### src/sv/lrukv_pkg.sv
// ----------------------------------------------------------------------------
// lrukv_pkg
// Shared widths, reset values and cell control type for the LRU key-value cache.
// ----------------------------------------------------------------------------
package lrukv_pkg;

	localparam int KEY_W       = 16;
	localparam int VAL_W       = 17;
	localparam int CAP_W       = 5;
	localparam int ENTRIES_DEF = 16;
	localparam int IN_TDATA_W  = 40;
	localparam int OUT_TDATA_W = 40;
	localparam int OUT_TUSER_W = 2;

	localparam logic [CAP_W-1:0] CAP_RESET = 5'd16;

	localparam logic CMD_GET = 1'b0;
	localparam logic CMD_PUT = 1'b1;

	// broadcast to every cell for one transaction
	typedef struct packed {
		logic go;
		logic hit;
		logic put;
		logic evict;
	} ctrl_t;

endpackage

### src/sv/lrukv_cell.sv
// ----------------------------------------------------------------------------
// lrukv_cell
// One recency slot: holds a key/value pair, matches the lookup key and takes
// its upstream neighbor's contents when the recency order shifts.
// ----------------------------------------------------------------------------
module lrukv_cell (
	input  logic                          clk,
	input  logic                          arst_n,
	input  lrukv_pkg::ctrl_t              ctrl,
	input  logic [lrukv_pkg::KEY_W-1:0]   lookup_key,
	input  logic [lrukv_pkg::KEY_W-1:0]   up_key,
	input  logic [lrukv_pkg::VAL_W-1:0]   up_value,
	input  logic                          up_valid,
	input  logic                          seen_in,
	output logic [lrukv_pkg::KEY_W-1:0]   key_q,
	output logic [lrukv_pkg::VAL_W-1:0]   value_q,
	output logic                          valid_q,
	output logic                          match,
	output logic                          seen_out
);

	logic take;

	assign match    = valid_q && (key_q == lookup_key);
	assign seen_out = seen_in | match;

	// hit: shift up to hit slot; miss put: up to fill slot, or all valid on evict
	always_comb begin
		if (ctrl.hit) begin
			take = ctrl.go && !seen_in;
		end else if (ctrl.put) begin
			take = ctrl.go && (ctrl.evict ? valid_q : up_valid);
		end else begin
			take = 1'b0;
		end
	end

	always_ff @(posedge clk or negedge arst_n) begin
		if (!arst_n) begin
			valid_q <= 1'b0;
		end else if (take) begin
			valid_q <= up_valid;
		end
	end

	always_ff @(posedge clk) begin
		if (take) begin
			key_q   <= up_key;
			value_q <= up_value;
		end
	end

endmodule

### src/sv/lru_key_value_cache_core.sv
// ----------------------------------------------------------------------------
// lru_key_value_cache_core
// Fully associative key-value cache with least-recently-used replacement.
// ----------------------------------------------------------------------------
// A new transaction is accepted every cycle while the result register is free
// or being drained. The store is a row of ENTRIES cells kept in recency order,
// cell 0 most recent; all cells compare the key in the same cycle, and on a hit
// or put the row shifts by one toward the back up to the hit slot or the fill
// point. Capacity is written over the cfg channel; the user must write it only
// while idle, as the block itself does not enforce this.
module lru_key_value_cache_core #(
	parameter int ENTRIES = lrukv_pkg::ENTRIES_DEF
) (
	input  logic                                clk,
	input  logic                                arst_n,
	input  logic                                cfg_valid,
	output logic                                cfg_ready,
	input  logic [lrukv_pkg::CAP_W-1:0]         cfg_data,        // capacity
	input  logic                                s_axis_tvalid,
	output logic                                s_axis_tready,
	input  logic [lrukv_pkg::IN_TDATA_W-1:0]    s_axis_tdata,    // key[15:0], value[32:16]
	input  logic                                s_axis_tuser,    // cmd
	output logic                                m_axis_tvalid,
	input  logic                                m_axis_tready,
	output logic [lrukv_pkg::OUT_TDATA_W-1:0]   m_axis_tdata,    // data[16:0], evicted_key[32:17]
	output logic [lrukv_pkg::OUT_TUSER_W-1:0]   m_axis_tuser     // found[0], evicted[1]
);

	localparam int KW    = lrukv_pkg::KEY_W;
	localparam int VW    = lrukv_pkg::VAL_W;
	localparam int OCC_W = $clog2(ENTRIES + 1);
	localparam int CMP_W = ((OCC_W > lrukv_pkg::CAP_W) ? OCC_W : lrukv_pkg::CAP_W) + 1;

	logic [lrukv_pkg::CAP_W-1:0] capacity_q;
	logic [OCC_W-1:0]            occ_q;
	logic                        out_valid_q;
	logic                        found_q;
	logic                        evicted_q;
	logic [VW-1:0]               data_q;
	logic [KW-1:0]               ev_key_q;

	logic                        accept;
	logic                        cmd;
	logic [KW-1:0]               key;
	logic [VW-1:0]               value;
	logic                        hit;
	logic                        evict;
	logic [VW-1:0]               hit_value;
	logic [KW-1:0]               last_key;
	logic [VW-1:0]               new_value;
	logic [CMP_W-1:0]            eff_cap;
	logic [CMP_W-1:0]            occ_ext;
	lrukv_pkg::ctrl_t            ctrl;

	logic [KW-1:0]               key_a   [ENTRIES];
	logic [VW-1:0]               value_a [ENTRIES];
	logic [ENTRIES-1:0]          valid_a;
	logic [ENTRIES-1:0]          match_a;
	logic [ENTRIES:0]            seen_a;
	logic [ENTRIES:0]            valid_ext;

	assign cfg_ready     = 1'b1;
	assign s_axis_tready = !out_valid_q || m_axis_tready;
	assign accept        = s_axis_tvalid && s_axis_tready;

	assign cmd   = s_axis_tuser;
	assign key   = s_axis_tdata[KW-1:0];
	assign value = s_axis_tdata[KW+VW-1:KW];

	assign seen_a[0] = 1'b0;
	assign hit       = seen_a[ENTRIES];
	assign valid_ext = {1'b0, valid_a};

	always_comb begin
		hit_value = '0;
		last_key  = '0;
		for (int i = 0; i < ENTRIES; i++) begin
			if (match_a[i]) begin
				hit_value = hit_value | value_a[i];
			end
			if (valid_ext[i] && !valid_ext[i+1]) begin
				last_key = last_key | key_a[i];
			end
		end
	end

	always_comb begin
		eff_cap = CMP_W'(capacity_q);
		if (capacity_q == '0) begin
			eff_cap = CMP_W'(1);
		end
		if (eff_cap > CMP_W'(ENTRIES)) begin
			eff_cap = CMP_W'(ENTRIES);
		end
	end

	assign occ_ext   = CMP_W'(occ_q);
	assign evict     = !hit && (cmd == lrukv_pkg::CMD_PUT) && (occ_q != '0)
	                   && ((occ_ext + CMP_W'(1)) > eff_cap);
	assign new_value = (cmd == lrukv_pkg::CMD_PUT) ? value : hit_value;

	assign ctrl.go    = accept;
	assign ctrl.hit   = hit;
	assign ctrl.put   = (cmd == lrukv_pkg::CMD_PUT);
	assign ctrl.evict = evict;

	for (genvar g = 0; g < ENTRIES; g++) begin : g_cell
		if (g == 0) begin : g_head
			lrukv_cell u_cell (
				.clk        (clk),
				.arst_n     (arst_n),
				.ctrl       (ctrl),
				.lookup_key (key),
				.up_key     (key),
				.up_value   (new_value),
				.up_valid   (1'b1),
				.seen_in    (seen_a[g]),
				.key_q      (key_a[g]),
				.value_q    (value_a[g]),
				.valid_q    (valid_a[g]),
				.match      (match_a[g]),
				.seen_out   (seen_a[g+1])
			);
		end else begin : g_body
			lrukv_cell u_cell (
				.clk        (clk),
				.arst_n     (arst_n),
				.ctrl       (ctrl),
				.lookup_key (key),
				.up_key     (key_a[g-1]),
				.up_value   (value_a[g-1]),
				.up_valid   (valid_a[g-1]),
				.seen_in    (seen_a[g]),
				.key_q      (key_a[g]),
				.value_q    (value_a[g]),
				.valid_q    (valid_a[g]),
				.match      (match_a[g]),
				.seen_out   (seen_a[g+1])
			);
		end
	end

	always_ff @(posedge clk or negedge arst_n) begin
		if (!arst_n) begin
			capacity_q  <= lrukv_pkg::CAP_RESET;
			occ_q       <= '0;
			out_valid_q <= 1'b0;
		end else begin
			if (cfg_valid && cfg_ready) begin
				capacity_q <= cfg_data;
			end
			if (accept && !hit && (cmd == lrukv_pkg::CMD_PUT) && !evict) begin
				occ_q <= occ_q + OCC_W'(1);
			end
			if (accept) begin
				out_valid_q <= 1'b1;
			end else if (m_axis_tready) begin
				out_valid_q <= 1'b0;
			end
		end
	end

	always_ff @(posedge clk) begin
		if (accept) begin
			found_q   <= hit;
			evicted_q <= evict;
			data_q    <= (hit && (cmd == lrukv_pkg::CMD_GET)) ? hit_value : '0;
			ev_key_q  <= evict ? last_key : '0;
		end
	end

	assign m_axis_tvalid = out_valid_q;
	assign m_axis_tdata  = {{(lrukv_pkg::OUT_TDATA_W - VW - KW){1'b0}}, ev_key_q, data_q};
	assign m_axis_tuser  = {evicted_q, found_q};

endmodule

### config.mk
export PLATFORM = sky130hd
export DESIGN_NAME = lru_key_value_cache_core
export DESIGN_NICKNAME = d
export VERILOG_FILES = /design/src/sv/lrukv_pkg.sv /design/src/sv/lrukv_cell.sv /design/src/sv/lru_key_value_cache_core.sv
export SDC_FILE = /design/constraint.sdc
export NUM_CORES = 1
export LEC_CHECK = 0
export ABC_AREA = 1
export BUFFER_PORTS_ARGS = -buffer_cell sky130_fd_sc_hd__buf_2
export CORE_ASPECT_RATIO = 1.1
export CORE_MARGIN = 1.5
export CORE_UTILIZATION = 40
export DETAILED_ROUTE_END_ITERATION = 8
export PLACE_DENSITY_LB_ADDON = 0.12
export REMOVE_ABC_BUFFERS = 1
export SLEW_MARGIN = 20
export SYNTH_ARGS = -nofsm -noshare
export SYNTH_HDL_FRONTEND = slang
export SYNTH_HIERARCHICAL = 1
export SYNTH_SLANG_ARGS = --single-unit
### constraint.sdc
create_clock -name clk -period 5.3 [get_ports clk]
set_input_delay 1.06 -clock clk [delete_from_list [all_inputs] [get_ports clk]]
set_output_delay 1.06 -clock clk [all_outputs]
set_load 0.02 [all_outputs]
-- Yosys cells after proc, flatten, opt, wreduce, memory -nomap -nowiden
Cells that the tools add are included.
- add/subtract/negate cells: 2
- $lt $le $gt $ge: 2
- equality and inequality tests: 16
- multiplexer cells: 85
- bitwise logic cells: 46
- reduce and logical (&&, ||, !) cells: 107
- operators with widths (operator ; count):
    $mux W17 ; 17
    $eq A16 B16 Y1 ; 16
    $mux W16 ; 16
    $or A17 B17 Y17 ; 15
    $or A16 B16 Y16 ; 15
    $logic_and A1 B1 Y1 ; 70
    $mux W1 ; 50
    $logic_not A1 Y1 ; 33
    $or A1 B1 Y1 ; 15
    $add A5 B1 Y6 const B ; 1
    $gt A6 B5 Y1 const B ; 1
    $gt A6 B6 Y1 ; 1
    $mux W6 ; 1
    $add A5 B1 Y5 const B ; 1
    $logic_not A5 Y1 ; 1
    $mux W5 ; 1
    $reduce_bool A5 Y1 ; 1
    $reduce_bool A2 Y1 ; 1
    $logic_or A1 B1 Y1 ; 1
    $not A1 Y1 ; 1
- register bits: 590
- input port bits: 51

-- Logic depth before layout (Yosys ltp)
- depth after elaboration: 34
- gate-level depth with buffers: 50

-- By module
Netlist, hierarchy kept.
- by module, submodules not included (module ; instances ; cells each ; area an instance (um2) ; sequential area each (um2)):
    lrukv_cell ; 16 ; 151 ; 1503.9 ; 1016.0
    lru_key_value_cache_core ; 1 ; 1068 ; 6434.9 ; 1327.5

-- Worst setup path before layout
Ideal clock, no wire load.
- path kind: input port to flip-flop
- start point: input port s_axis_tdata[2] (netlist bit)
- end point: register g_cell[10].g_body.u_cell/key_q[0] (netlist bit), enable pin
- data arrival time: 5.565 ns
- data required time: 4.912 ns
- setup slack: -0.653 ns
- stages: 47
- path through: inv_1 > nor2_1 > inv_1 > nand3_1 > nor2_1 > nand3_1 > nand2_1 > inv_1 > nand2_1 > inv_1 > nand2_1 > inv_1 > nand2_1 > inv_1 > nand2_1 > inv_1 > nand2_1 > inv_1 > [... 11 more ...] > inv_1 > nand2_1 > inv_1 > nand2_1 > inv_1 > nand2_1 > inv_1 > nand2_1 > nor2_1 > inv_1 > a31oi_1 > nand2_2 > buf_6 > inv_1 > o211ai_1 > nand2_1 > nand3_1 > inv_1
- word-level cells in the longest chain between the ends: 25
- elaborated cells on any way between the ends: 57
- classes of those cells: 16 x eq/ne; 3 x mux; 15 x bitwise; 23 x reduce/logical
- RTL lines (what ; line ; RTL):
    start, declared ; lru_key_value_cache_core.sv:21 ; input logic [lrukv_pkg::IN_TDATA_W-1:0] s_axis_tdata,
    $eq A16 B16 Y1 ; lrukv_cell.sv:24 ; assign match = valid_q && (key_q == lookup_key);
    $logic_and A1 B1 Y1 ; lrukv_cell.sv:24 ;
    net seen_a[1] ; lru_key_value_cache_core.sv:59 ; logic [ENTRIES:0] seen_a;
    $or A1 B1 Y1 ; lrukv_cell.sv:25 ; assign seen_out = seen_in | match;
    net seen_a[2] ; lru_key_value_cache_core.sv:59 ;
    $or A1 B1 Y1 ; lrukv_cell.sv:25 ;
    net seen_a[3] ; lru_key_value_cache_core.sv:59 ;
    $or A1 B1 Y1 ; lrukv_cell.sv:25 ;
    net seen_a[4] ; lru_key_value_cache_core.sv:59 ;
    [... 1 more ...] ; -- ;
    net seen_a[5] ; lru_key_value_cache_core.sv:59 ;
    [... 1 more ...] ; -- ;
    net seen_a[6] ; lru_key_value_cache_core.sv:59 ;
    [... 1 more ...] ; -- ;
    net seen_a[7] ; lru_key_value_cache_core.sv:59 ;
    [... 1 more ...] ; -- ;
    net seen_a[8] ; lru_key_value_cache_core.sv:59 ;
    [... 1 more ...] ; -- ;
    net seen_a[9] ; lru_key_value_cache_core.sv:59 ;
    [... 1 more ...] ; -- ;
    net seen_a[10] ; lru_key_value_cache_core.sv:59 ;
    [... 1 more ...] ; -- ;
    net seen_a[11] ; lru_key_value_cache_core.sv:59 ;
    [... 1 more ...] ; -- ;
    net seen_a[12] ; lru_key_value_cache_core.sv:59 ;
    [... 1 more ...] ; -- ;
    net seen_a[13] ; lru_key_value_cache_core.sv:59 ;
    [... 1 more ...] ; -- ;
    net seen_a[14] ; lru_key_value_cache_core.sv:59 ;
    [... 1 more ...] ; -- ;
    net seen_a[15] ; lru_key_value_cache_core.sv:59 ;
    [... 1 more ...] ; -- ;
    net hit ; lru_key_value_cache_core.sv:46 ; logic hit;
    [... 1 more ...] ; -- ;
    $logic_and A1 B1 Y1 (2 in series) ; lru_key_value_cache_core.sv:98 ; assign evict = !hit && (cmd == lrukv_pkg::CMD_PUT) && (occ_q != '0)
    $logic_and A1 B1 Y1 ; lru_key_value_cache_core.sv:99 ; && ((occ_ext + CMP_W'(1)) > eff_cap);
    net evict ; lru_key_value_cache_core.sv:47 ; logic evict;
    $mux W1 ; lrukv_cell.sv:32 ; take = ctrl.go && (ctrl.evict ? valid_q : up_valid);
    $logic_and A1 B1 Y1 ; lrukv_cell.sv:32 ;
    $mux W1 ; lrukv_cell.sv:31 ; end else if (ctrl.put) begin
    $mux W1 ; lrukv_cell.sv:29 ; if (ctrl.hit) begin
    net g_cell[10].g_body.u_cell.take ; lrukv_cell.sv:22 ; logic take;
    end signal, assigned ; lrukv_cell.sv:48 ; key_q <= up_key;
    end, declared ; lrukv_cell.sv:15 ; output logic [lrukv_pkg::KEY_W-1:0] key_q,
The timed path passes the listed nets, and every way through them passes these cells.
A chain may end at the register's enable or synchronous reset.

-- Worst setup path after layout
- start point: input port s_axis_tdata[4] (netlist bit)
- end point: register g_cell[3].g_body.u_cell/key_q[9] (netlist bit), enable pin
- word-level cells in the longest chain between the ends: 25
- elaborated cells on any way between the ends: 57
- classes of those cells: 16 x eq/ne; 3 x mux; 15 x bitwise; 23 x reduce/logical
- RTL lines (what ; line):
    $eq A16 B16 Y1 ; lrukv_cell.sv:24
    $logic_and A1 B1 Y1 ; lrukv_cell.sv:24
    $or A1 B1 Y1 * ; lrukv_cell.sv:25
    net seen_a[2] ; lru_key_value_cache_core.sv:59
    $or A1 B1 Y1 * ; lrukv_cell.sv:25
    net seen_a[3] ; lru_key_value_cache_core.sv:59
    $or A1 B1 Y1 * ; lrukv_cell.sv:25
    net seen_a[4] ; lru_key_value_cache_core.sv:59
    [... 1 more ...] ; --
    net seen_a[5] ; lru_key_value_cache_core.sv:59
    [... 1 more ...] ; --
    net seen_a[6] ; lru_key_value_cache_core.sv:59
    [... 1 more ...] ; --
    net seen_a[7] ; lru_key_value_cache_core.sv:59
    [... 1 more ...] ; --
    net seen_a[8] ; lru_key_value_cache_core.sv:59
    [... 1 more ...] ; --
    net seen_a[9] ; lru_key_value_cache_core.sv:59
    [... 1 more ...] ; --
    net seen_a[10] ; lru_key_value_cache_core.sv:59
    [... 1 more ...] ; --
    net seen_a[11] ; lru_key_value_cache_core.sv:59
    [... 1 more ...] ; --
    net seen_a[12] ; lru_key_value_cache_core.sv:59
    [... 1 more ...] ; --
    net seen_a[13] ; lru_key_value_cache_core.sv:59
    [... 1 more ...] ; --
    net seen_a[14] ; lru_key_value_cache_core.sv:59
    [... 1 more ...] ; --
    net seen_a[15] ; lru_key_value_cache_core.sv:59
    [... 1 more ...] ; --
    net hit ; lru_key_value_cache_core.sv:46
    [... 1 more ...] ; --
    $logic_and A1 B1 Y1 * (2 in series) ; lru_key_value_cache_core.sv:98
    $logic_and A1 B1 Y1 * ; lru_key_value_cache_core.sv:99
    net evict ; lru_key_value_cache_core.sv:47
    $mux W1 * ; lrukv_cell.sv:32
    $logic_and A1 B1 Y1 * ; lrukv_cell.sv:32
    $mux W1 * ; lrukv_cell.sv:31
    $mux W1 * ; lrukv_cell.sv:29
    net g_cell[3].g_body.u_cell.take ; lrukv_cell.sv:22
    end signal, assigned ; lrukv_cell.sv:48
    end, declared ; lrukv_cell.sv:15
The timed path passes the listed nets; every way through them passes the cells marked *.

==> qor.txt <==
outcome - finished, final reports clean
crit end category - register
Reg clk slew, reported paths - 60 ps
Worst path most repeated cell - nand2_2
Pwr Total - 13.39 mW
top cell type's share of synthesized area - 0.5543
final hold violation count - 0
Vias per Instance - 5.194
Crit Path Class - input port to register
overall routing resource usage - 0.3126
R2R depth - 50
routed wire length per instance - 24.65 microns
post-synthesis sequential area ratio - 0.5765
crit path buf inv count - 21
crit path to - g_cell[3].g_body.u_cell/key_q[9]
DR vias - 25980
final setup vio count - 0
Die Y-Extent - 292.6 microns
total congestion overflow - 0
Routed WL - 123.3 mm
RR Startpoint - g_cell[0].g_head.u_cell/key_q[9]
main area contributors after synthesis - edfxtp_1 (55%), nand2_1 (13%), inv_1 (7.5%)
CTS Buffer Depth - 3
area growth from synthesis to layout - 22.56%
cell area after synthesis - 30500 sq um
Mapped Avg Cell Area - 8.754 sq um
Layout Nets - 3979
initial antenna violation count - 1
Synth Register Bits - 590
fmax - 196.0 MHz
CTS tree - yes
post-synthesis cell count - 3484
synth warn - 6
drt pass-1 iters - 6
Hold WS - 437.8 ps
final core utilization - 0.4936
Yosys top cell by area - edfxtp_1
final worst-path cycle share - 0.9627
Crit path arrival time - 5410 ps
max_cap viols - 0
Antenna Cells - 0
R2R Setup Slk - 330 ps
skew final - 45.79 ps
clock root buffer - clkbuf_16
delay-heaviest family, CP - simple AND/OR/NAND/NOR gates
IO Port Bufs - 80
Tmin final - 5102 ps
Leakage Power - 17.01 nW
row cnt - 106
final non-filler cell area - 37380 sq um
CTS H-tree depth - 3
crit path from - s_axis_tdata[4]
end of the worst register-to-register path - g_cell[4].g_body.u_cell/value_q[13]
vias in the first global route - 24770
HPWL reported at the end of detailed placement - 91.57 mm
Crit Path Max Fanout - 10
headroom to the max-slew limit - 0.3128
Max Transition Viols Final - 0
total negative slack - 0 ps
die footprint - 77910 sq um
Data required, critical path - 5600 ps
total CTS buffers - 68
hold_sp - g_cell[10].g_body.u_cell/value_q[1]
VDD IR-drop max - 0.2919 mV
Die W - 266.3 microns
max incr delay on CP - 260 ps
Clock Latency Late Sink - 640 ps
Worst-Margin Slew - 1030 ps
CP max stage cell - xnor2_1
initial core utilization - 0.4027
Distinct cells, synth - 35
Min-Delay Path Class - register to register
routability cong. - 1.015
Power Density - 358.3 nW/um^2
ANT nets after route - 0
CTS Sinks - 590
Initial DRC Count - 2723
share of layout cells above drive strength 1 - 0.1748
largest net degree at the start of global routing - 34
Worst Setup Start Kind - input port
I/O Pins - 96
drc violations - 0
CP Depth - 47
placed inst area - 34660 sq um
core footprint - 75730 sq um
first-pass GRT wire length - 172.6 mm
## worst reg2reg max path: cells and delay by family (launching register included)
family,cells,cell delay (ps)
compound gates,2,260
buf+inv,21,1900
flops,1,500
simple gates,27,2070
## kinds of logic (layout without fill, tap and decap cells)
kind of cell | count (synthesis) | count (layout) | synth area share
AOI/OAI and AO/OA | 156 | 156 | 0.03430
xor gates and xnor gates | 35 | 35 | 0.01005
adders and majority gates | 7 | 7 | 0.002872
buffers and inverters | 728 | 1210 | 0.1001
DFF | 590 | 590 | 0.5765
other | 2 | 12 | 0.0002462
and+or+nand+nor | 1966 | 1966 | 0.2759
## state kept, by name (all words and copies together) (netlist names), 5 cells and up
| signal | cells |
|---|---|
| occ_q | 5 |
| data_q | 17 |
| g_cell.g_body.u_cell/valid_q | 15 |
| g_cell.g_body.u_cell/key_q | 240 |
| g_cell.g_body.u_cell/value_q | 255 |
| g_cell.g_head.u_cell/value_q | 17 |
| g_cell.g_head.u_cell/key_q | 16 |
| ev_key_q | 16 |
| capacity_q | 5 |
## synthesized netlist by cell type
library cell	count
a211oi_1	4
a21oi_1	29
a221oi_1	8
a22o_1	47
a31oi_1	1
buf_1	1
buf_2	36
buf_4	21
buf_6	26
clkbuf_1	3
conb_1	2
dfrtp_1	26
dfstp_2	1
edfxtp_1	563
ha_1	7
inv_1	610
inv_2	31
nand2_1	1052
nand2_2	33
nand3_1	299
nand3_2	2
nand3b_1	19
nand4_1	142
nor2_1	352
nor2_2	17
nor3_1	22
nor4_1	17
o211ai_1	17
o21ai_0	34
o21ai_1	12
o22ai_1	4
or2_1	4
or2_2	7
xnor2_1	32
xor2_1	3
## through the flow
step / cells / setup slack, ps
5_1_grt: 5002 / -38.59
3_3_place_gp: 4866 / -993.7
4_1_cts: 4992 / -61.13
6_report: 5002 / 197.8
2_1_floorplan: 3407 / -684.6
3_5_place_dp: 4866 / -1002
## layout make-up
class,count,area [sq um]
Multi-Input combinational cell,2176,10040
Fill cell,7254,38350
Inverter,641,2431
Clock inverter,33,426.7
Tap cell,1026,1284
Clock buffer,92,1832
Timing Repair Buffer,444,3777
Sequential cell,590,17580
## placed cells by master, fill, tap and decap left out, types with 14 or more instances in the layout
cell type	count
nand2_1	1036
inv_1	586
edfxtp_1	563
nor2_1	331
buf_4	312
nand3_1	293
nand4_1	142
clkbuf_16	75
buf_2	70
nand2_2	48
a22o_1	47
inv_2	43
nor2_2	38
o21ai_0	34
buf_12	33
xnor2_1	30
a21oi_1	29
dfrtp_1	26
nor3_1	22
clkbuf_1	20
nand3b_1	19
nor4_1	17
o211ai_1	17
buf_6	17
clkinv_1	14
## layer usage
| layer | wire (microns) | track usage |
|---|---|---|
| met1 | 48930 | 0.3941 |
| met2 | 58800 | 0.5264 |
| met3 | 8416 | 0.04187 |
| met4 | 7159 | 0.1560 |
| met5 | 11 | 0 |
## how the worst min path moves through the flow
stage                                                      end  slack (ps)  cells past startpoint
after global placement    g_cell[15].g_body.u_cell/value_q[10]         430                      0
after floorplan           g_cell[11].g_body.u_cell/value_q[15]         430                      0
after CTS                  g_cell[11].g_body.u_cell/value_q[1]         440                      0
after global routing       g_cell[8].g_body.u_cell/value_q[14]         450                      0
final                      g_cell[11].g_body.u_cell/value_q[1]         440                      0
after detailed placement  g_cell[12].g_body.u_cell/value_q[15]         430                      0
## report_power, final
part | switching (mW) | internal [mW]
Sequential | 0.292 | 5.50
Combinational | 1.92 | 0.872
Clock | 2.04 | 2.77
## timing repair
item	in CTS	in global routing
cloned	1	7
resized for setup	14	80
hold buffers	0	0
pin swaps	0	9
buffers inserted	0	4
setup endpoints to repair	528	544
(Power assumes the default switching activity.)
